<file path="src/sv/ssp_pkg.sv">
// shared types and constants for the stepper slot positioner
package ssp_pkg;

    localparam logic [7:0] STEPS_PER_REV = 8'd200;
    localparam logic [3:0] NUM_SLOTS     = 4'd6;
    localparam int         NUM_SLOT_REGS = 6;

    localparam logic [7:0]  SLOT_RESET [NUM_SLOT_REGS] = '{
        8'd3, 8'd170, 8'd137, 8'd103, 8'd69, 8'd36
    };
    localparam logic [15:0] STEP_INTERVAL_RESET = 16'd20000;

    typedef enum logic [1:0] {
        OP_TICK   = 2'd0,
        OP_GOTO   = 2'd1,
        OP_HOME   = 2'd2,
        OP_SETPOS = 2'd3
    } t_op;

    typedef enum logic [1:0] {
        ST_OK      = 2'd0,
        ST_BUSY    = 2'd1,
        ST_BAD_ARG = 2'd2
    } t_status;

    typedef enum logic [2:0] {
        CFG_SLOT0         = 3'd0,
        CFG_SLOT1         = 3'd1,
        CFG_SLOT2         = 3'd2,
        CFG_SLOT3         = 3'd3,
        CFG_SLOT4         = 3'd4,
        CFG_SLOT5         = 3'd5,
        CFG_STEP_INTERVAL = 3'd6
    } t_cfg_index;

    typedef enum logic [3:0] {
        MODE_IDLE  = 4'b0001,
        MODE_MOVE  = 4'b0010,
        MODE_SWEEP = 4'b0100,
        MODE_PAUSE = 4'b1000
    } t_run_mode;

    typedef struct packed {
        logic [1:0] operation;
        logic [2:0] slot_number;
        logic [7:0] new_position;
    } t_in_item;

    typedef struct packed {
        logic [3:0] coil_drive;
        logic [7:0] step_position;
        logic [1:0] drive_phase;
        logic       busy_res;
        logic [1:0] status;
        logic       arrived;
    } t_out_item;

endpackage

</file>
<file path="src/sv/stepper_slot_positioner.sv">
// stepper slot positioner top level: command decode, step sequencing and result register
//
// usage
//   input channel i_in_valid/o_in_ready carries one tick or command per transaction
//   (tick, goto slot, home, set position). every accepted transaction yields exactly
//   one result transaction on o_out_valid/i_out_ready with the coil drive, step
//   position, phase, busy flag, status and arrival pulse after that transaction.
//   the result is registered and is valid in the cycle after input accept; throughput
//   is one transaction per cycle while the receiver accepts results, set by the
//   single state update between the input handshake and the result register.
//   when the receiver stalls, the result register holds its transaction and the
//   input side takes a new transaction only in the cycle the held result leaves.
//   the configuration port writes slot positions (index 0 to 5) and the step
//   interval (index 6) through i_cfg_we; writes to other indexes are ignored.
//   a synchronous active-low reset idles the motor, clears position, phase and
//   coils, restores the default slot table and interval, and empties the result
//   register.
module stepper_slot_positioner
    import ssp_pkg::*;
(
    input  logic       i_clk,
    input  logic       i_rst_n,
    input  logic       i_cfg_we,
    input  logic [2:0] i_cfg_index,
    input  logic [15:0] i_cfg_wdata,
    input  logic       i_in_valid,
    output logic       o_in_ready,
    input  t_in_item   i_in_data,
    output logic       o_out_valid,
    input  logic       i_out_ready,
    output t_out_item  o_out_data
);

    logic [7:0]  r_slot_pos [NUM_SLOT_REGS];
    logic [15:0] r_interval;

    logic [7:0]  r_step,    n_step;
    logic [1:0]  r_phase,   n_phase;
    logic [7:0]  r_target,  n_target;
    logic [15:0] r_counter, n_counter;
    logic [7:0]  r_sweep,   n_sweep;
    t_run_mode   r_mode,    n_mode;
    logic [3:0]  r_coil,    n_coil;

    logic        r_out_valid;
    t_out_item   r_out,     n_out;

    logic        in_fire;
    logic        busy;
    logic [16:0] tick_next;
    logic [16:0] tick_limit;
    logic [7:0]  down_step;
    logic [7:0]  up_step;
    logic [7:0]  slot_raw;
    logic [7:0]  slot_tgt;
    logic [7:0]  home_tgt;
    t_status     status;
    logic        arrived;

    assign o_in_ready  = !r_out_valid || i_out_ready;
    assign in_fire     = i_in_valid && o_in_ready;
    assign o_out_valid = r_out_valid;
    assign o_out_data  = r_out;

    assign busy       = (r_mode != MODE_IDLE);
    assign tick_next  = {1'b0, r_counter} + 17'd1;
    assign tick_limit = (r_interval == 16'd0) ? 17'd1 : {1'b0, r_interval};

    assign down_step = (r_step == 8'd0 || r_step >= STEPS_PER_REV) ?
                       (STEPS_PER_REV - 8'd1) : (r_step - 8'd1);
    assign up_step   = (r_step >= STEPS_PER_REV - 8'd1) ? 8'd0 : (r_step + 8'd1);

    // slot table lookup with out-of-range positions clamped to the last step
    assign slot_raw = ({1'b0, i_in_data.slot_number} < 4'(NUM_SLOT_REGS)) ?
                      r_slot_pos[i_in_data.slot_number] : 8'd0;
    assign slot_tgt = (slot_raw >= STEPS_PER_REV) ? (STEPS_PER_REV - 8'd1) : slot_raw;
    assign home_tgt = (r_slot_pos[0] >= STEPS_PER_REV) ?
                      (STEPS_PER_REV - 8'd1) : r_slot_pos[0];

    always_comb begin
        n_step    = r_step;
        n_phase   = r_phase;
        n_target  = r_target;
        n_counter = r_counter;
        n_sweep   = r_sweep;
        n_mode    = r_mode;
        n_coil    = r_coil;
        status    = ST_OK;
        arrived   = 1'b0;

        unique case (t_op'(i_in_data.operation))
            OP_TICK: begin
                if (busy) begin
                    if (tick_next >= tick_limit) begin
                        n_counter = 16'd0;
                        unique case (r_mode)
                            MODE_MOVE: begin
                                if (r_step > r_target) begin
                                    n_step  = down_step;
                                    n_phase = r_phase - 2'd1;
                                    n_coil  = 4'b0001 << n_phase;
                                end else if (r_step < r_target) begin
                                    n_step  = up_step;
                                    n_phase = r_phase + 2'd1;
                                    n_coil  = 4'b0001 << n_phase;
                                end
                                if (n_step == r_target) begin
                                    n_mode  = MODE_IDLE;
                                    arrived = 1'b1;
                                end
                            end
                            MODE_SWEEP: begin
                                n_step  = down_step;
                                n_phase = r_phase - 2'd1;
                                n_coil  = 4'b0001 << n_phase;
                                if (r_sweep != 8'd0) begin
                                    n_sweep = r_sweep - 8'd1;
                                end
                                if (n_sweep == 8'd0) begin
                                    n_mode = MODE_PAUSE;
                                end
                            end
                            MODE_PAUSE: begin
                                n_step   = 8'd0;
                                n_target = home_tgt;
                                if (home_tgt == 8'd0) begin
                                    n_mode  = MODE_IDLE;
                                    arrived = 1'b1;
                                end else begin
                                    n_mode = MODE_MOVE;
                                end
                            end
                            default: begin
                                n_mode = r_mode;
                            end
                        endcase
                    end else begin
                        n_counter = tick_next[15:0];
                    end
                end
            end
            OP_GOTO: begin
                if (busy) begin
                    status = ST_BUSY;
                end else if ({1'b0, i_in_data.slot_number} >= NUM_SLOTS) begin
                    status = ST_BAD_ARG;
                end else begin
                    n_target  = slot_tgt;
                    n_counter = 16'd0;
                    if (r_step == slot_tgt) begin
                        arrived = 1'b1;
                    end else begin
                        n_mode = MODE_MOVE;
                    end
                end
            end
            OP_HOME: begin
                if (busy) begin
                    status = ST_BUSY;
                end else begin
                    n_sweep   = STEPS_PER_REV;
                    n_counter = 16'd0;
                    n_mode    = MODE_SWEEP;
                end
            end
            OP_SETPOS: begin
                if (busy) begin
                    status = ST_BUSY;
                end else if (i_in_data.new_position >= STEPS_PER_REV) begin
                    status = ST_BAD_ARG;
                end else begin
                    n_step = i_in_data.new_position;
                end
            end
            default: begin
                status = ST_OK;
            end
        endcase

        n_out.coil_drive    = n_coil;
        n_out.step_position = n_step;
        n_out.drive_phase   = n_phase;
        n_out.busy_res      = (n_mode != MODE_IDLE);
        n_out.status        = status;
        n_out.arrived       = arrived;
    end

    always_ff @(posedge i_clk) begin
        if (!i_rst_n) begin
            r_step      <= 8'd0;
            r_phase     <= 2'd0;
            r_target    <= 8'd0;
            r_counter   <= 16'd0;
            r_sweep     <= 8'd0;
            r_mode      <= MODE_IDLE;
            r_coil      <= 4'd0;
            r_out_valid <= 1'b0;
        end else begin
            if (in_fire) begin
                r_step    <= n_step;
                r_phase   <= n_phase;
                r_target  <= n_target;
                r_counter <= n_counter;
                r_sweep   <= n_sweep;
                r_mode    <= n_mode;
                r_coil    <= n_coil;
            end
            if (in_fire) begin
                r_out_valid <= 1'b1;
            end else if (i_out_ready) begin
                r_out_valid <= 1'b0;
            end
        end
    end

    always_ff @(posedge i_clk) begin
        if (in_fire) begin
            r_out <= n_out;
        end
    end

    // configuration registers
    always_ff @(posedge i_clk) begin
        if (!i_rst_n) begin
            for (int i = 0; i < NUM_SLOT_REGS; i++) begin
                r_slot_pos[i] <= SLOT_RESET[i];
            end
            r_interval <= STEP_INTERVAL_RESET;
        end else if (i_cfg_we) begin
            if (t_cfg_index'(i_cfg_index) == CFG_STEP_INTERVAL) begin
                r_interval <= i_cfg_wdata;
            end else if ({1'b0, i_cfg_index} < 4'(NUM_SLOT_REGS)) begin
                r_slot_pos[i_cfg_index] <= i_cfg_wdata[7:0];
            end
        end
    end

`ifndef SYNTH
    a_coil_onehot0: assert property (@(posedge i_clk) disable iff (!i_rst_n)
        $onehot0(r_coil))
        else $error("coil drive has more than one coil on");

    a_step_in_range: assert property (@(posedge i_clk) disable iff (!i_rst_n)
        r_step < STEPS_PER_REV)
        else $error("step position out of range");

    a_counter_idle_zero: assert property (@(posedge i_clk) disable iff (!i_rst_n)
        !busy |-> (r_counter == 16'd0))
        else $error("interval counter running while idle");

    a_fire_gives_result: assert property (@(posedge i_clk) disable iff (!i_rst_n)
        in_fire |=> r_out_valid)
        else $error("accepted transaction produced no result");

    a_arrived_not_busy: assert property (@(posedge i_clk) disable iff (!i_rst_n)
        r_out_valid |-> !(r_out.arrived && r_out.busy_res))
        else $error("arrival reported while still busy");
`endif

endmodule

</file>
<file path="config.mk">
export PLATFORM = sky130hd
export DESIGN_NAME = stepper_slot_positioner
export DESIGN_NICKNAME = d
export VERILOG_FILES = /design/src/sv/ssp_pkg.sv /design/src/sv/stepper_slot_positioner.sv
export SDC_FILE = /design/constraint.sdc
export NUM_CORES = 1
export LEC_CHECK = 0
export ABC_CLOCK_PERIOD_IN_PS = 11300
export BUFFER_PORTS_ARGS = -buffer_cell sky130_fd_sc_hd__buf_2
export CORE_UTILIZATION = 45
export CTS_CLUSTER_DIAMETER = 60
export DETAILED_ROUTE_END_ITERATION = 8
export GPL_ROUTABILITY_DRIVEN = 1
export PLACE_DENSITY = 0.67
export SYNTH_ARGS = -nofsm -noshare
export SYNTH_HDL_FRONTEND = slang
export SYNTH_SLANG_ARGS = --single-unit
</file>
<file path="constraint.sdc">
create_clock -name i_clk -period 11.3 [get_ports i_clk]
set_input_delay 2.26 -clock i_clk [delete_from_list [all_inputs] [get_ports i_clk]]
set_output_delay 2.26 -clock i_clk [all_outputs]
set_load 0.02 [all_outputs]
</file>
==> summary.md <==
| Metric | Value |
|---|---|
| Status | `finished, final reports clean` |
| Resize count post-CTS | `0` |
| Worst Hold Launch | `r_interval[0]` |
| P_leak | `3.650 nW` |
| H-tree levels | `4` |
| Die area | `19860 sq um` |
| Drt drc | `0` |
| CP Data Required Time | `11470 ps` |
| MaxCap Viol Count | `0` |
| Inst Count DP | `1265` |
| Most used cell, CP | `o21ai_1` |
| Mean Syn Cell Area | `8.728 sq um` |
| Slew Limit Fails | `0` |
| CTS sink count | `133` |
| Clock Skews | `10.90 ps` |
| Count leader, synth | `nand2_1` |
| Crit path launch type | `primary input` |
| Worst-Skew Late Latency | `430 ps` |
| Worst Setup End Kind | `flip-flop` |
| Setup Fix Bufs, Post-CTS | `0` |
| Post-place instance area | `9096 sq um` |
| Hold Path Class | `flip-flop to flip-flop` |
| Ys Warns | `0` |
| Sequential area share after synthesis | `38.27%` |
| Final Total Pwr | `1.395 mW` |
| Final Hold Viols | `0` |
| Post-synthesis mux area share | `3.587%` |
| Post-synthesis simple-gate area fraction | `22.04%` |
| TritonCTS clock tree | `done` |
| Layout Nets | `1098` |
| Share of the synthesized area in the top cell type | `22.82%` |
| Crit path max fanout | `24` |
| Largest family of logic cells by synthesized area | `simple AND/OR/NAND/NOR gates` |
| Peak supply drop | `0.1228 mV` |
| First-pass GRT wire length | `38.54 mm` |
| Die width | `140.9 um` |
| Clock transition at path regs | `60 ps` |
| Max layer used | `met4` |
| Fin util | `51.63%` |
| Crit-path max cell delay | `590 ps` |
| Final Cycle Share | `44.26%` |
| Library cell with the largest summed area after synthesis | `edfxtp_1` |
| Ranking of synthesized cells by area | `edfxtp_1 (23%), dfxtp_1 (15%), ha_1 (5.3%)` |
| Initial antenna violation count | `0` |
| DRT iter0 DRCs | `607` |
| Vias in the first global route | `7419` |
| Final WL | `23.85 mm` |
| Worst hold slack | `466.5 ps` |
| Non-filler cells, final | `1297` |
| Root Buffer Master | `clkbuf_16` |
| P&R area growth vs syn | `11.96%` |
| Commonest cells post-synth | `nand2_1 (115), nor2_1 (93), a21oi_1 (67), dfxtp_1 (67), edfxtp_1 (66)` |
| Gr usage total | `24.76%` |
| Total gr overflow | `0` |
| Via density | `5.937` |
| Final setup margin | `6298 ps` |
| Num rows | `50` |
| XOR/XNOR Fraction of Synth Area | `3.328%` |
| Worst rel slew slack | `29.25%` |
| Tmin final | `5002 ps` |
| Fill count | `1734` |
| Finished Cell Area | `9723 sq um` |
| Vias post-DR | `7700` |
| Syn Nets | `1069` |
| Core area | `18830 sq um` |
| Setup TNS | `0 ps` |
| Hold Path End | `r_interval[0]` |
| Hold depth | `2` |
| Worst Tran Pin Value | `1060 ps` |
| Metal1 wirelength | `10.50 mm` |
| Synth Instances | `995` |
| Met3 WL | `1.480 mm` |
| Async set or reset register ratio after synthesis | `0%` |
| ANT cells | `0` |
| RSZ-0062 raised after global routing | `false` |
| Crit Path Class | `primary input to flip-flop` |
| Initial Util | `46.12%` |
| 1st-pass router iterations | `5` |
| CP max stage cell | `mux4_2` |
| Final setup violation count | `0` |
| Ys flop type | `dfxtp_1` |
| Clock Tree Buf Depth | `2` |
| PwrDens | `143.5 nW/um^2` |
| I/O pin cnt | `57` |
| Wire length per cell | `18.39 um` |
| Cell variety after synth | `90` |
| RR Startpoint | `r_counter[2]` |
| Post-synthesis instance area | `8685 sq um` |
| Final HPWL DP | `17.11 mm` |
| Hold Buf Count CTS | `0` |
| Share of layout cells above drive strength 1 | `13.79%` |
| Worst Path Arrival | `5170 ps` |
| R2r setup slk | `6360 ps` |
| Worst slack, placed | `5933 ps` |
| Yosys reg bits | `133` |
| Max Fclk | `199.9 MHz` |
| DRT antenna net count | `0` |
| Synth Area in Compound Gates | `21.70%` |
| Number of port buffers | `56` |
| Number of enable flip-flop cells after synthesis | `66` |
| Die height | `140.9 um` |
| Synth Area in Adders | `5.331%` |
| Inserted Clock Buffers | `17` |
| Worst r2r dst | `r_sweep[1]` |
| R2R depth | `14` |
| WL met2 | `11.16 mm` |
| Final GP Congestion | `0.9562` |
| CP Cell Sequence | `buf_2, mux4_2, nand2_1, o21ai_1, nor4b_1, a31oi_1, o21ai_0, nor4b_2, o21ai_1, or4_1` |
| Largest net degree at the start of global routing | `56` |
==> area by class of cell <==
class	instances	area [sq um]	share of cell area, %
Clock buffer	18	429.2	4.414
Multi-Input combinational cell	746	4875	50.14
Sequential cell	133	3323	34.18
Timing Repair Buffer	64	340.3	3.500
Inverter	62	232.7	2.394
Clock inverter	14	197.7	2.033
Tap cell	260	325.3	3.346
==> logic make-up (layout without fill, tap and decap cells) <==
kind of cell             count (synthesis)  in the layout
flip-flops                             133            133
AO/OA/AOI/OAI                          271            271
multiplexers                            21             21
XOR/XNOR                                33             33
AND/OR/NAND/NOR                        384            384
buffers and inverters                  116            158
adder cells (fa/ha/maj)                 37             37
==> cell usage in the layout, fill, tap and decap left out, types with 13 or more instances in the layout <==
cell	synthesis	layout
nand2b_1	20	20
clkbuf_16	0	17
nand3_1	32	32
or3_1	13	13
nor3_1	26	26
a22oi_1	17	17
dfxtp_1	67	67
nor2_1	93	93
xnor2_1	28	28
o211ai_1	13	13
ha_1	37	37
o21ai_0	51	51
a21oi_1	67	67
edfxtp_1	66	66
inv_1	60	60
buf_2	12	56
nand2_1	115	115
==> critical path: cells and delay by family <==
family | cells | cell delay [ps]
AO/OA/AOI/OAI | 4 | 630
AND/OR/NAND/NOR | 4 | 1220
multiplexers | 1 | 590
buffers and inverters | 1 | 460
==> power breakdown <==
group / internal, mW / switching (mW)
logic: 0.0857 / 0.162
clock network: 0.372 / 0.227
registers: 0.529 / 0.0201
==> flip-flops by register name (all words and copies together) (netlist names) <==
signal / count
o_out_data: 18
o_out_valid: 1
r_coil: 4
r_counter: 16
r_interval: 16
r_mode: 4
r_phase: 2
r_slot_pos: 48
r_step: 8
r_sweep: 8
r_target: 8
==> worst max-delay path by stage <==
stage	start	endpoint	slack [ps]	depth (start not counted)
after detailed placement	i_in_data[8]	o_out_data[3]	5930	10
after global routing	r_counter[2]	r_sweep[1]	6000	14
after CTS	i_out_ready	o_in_ready	6360	3
after floorplan	i_out_ready	o_in_ready	6540	1
after global placement	i_in_data[8]	o_out_data[3]	6020	10
final	i_in_data[8]	o_out_data[3]	6300	10
==> metal layers <==
layer	up-vias	track usage, %
li1	3722	-
met1	3605	32.37
met2	317	40.40
met3	56	4.246
met4	0	10.58
met5	-	0
(Power assumes the default switching activity.)
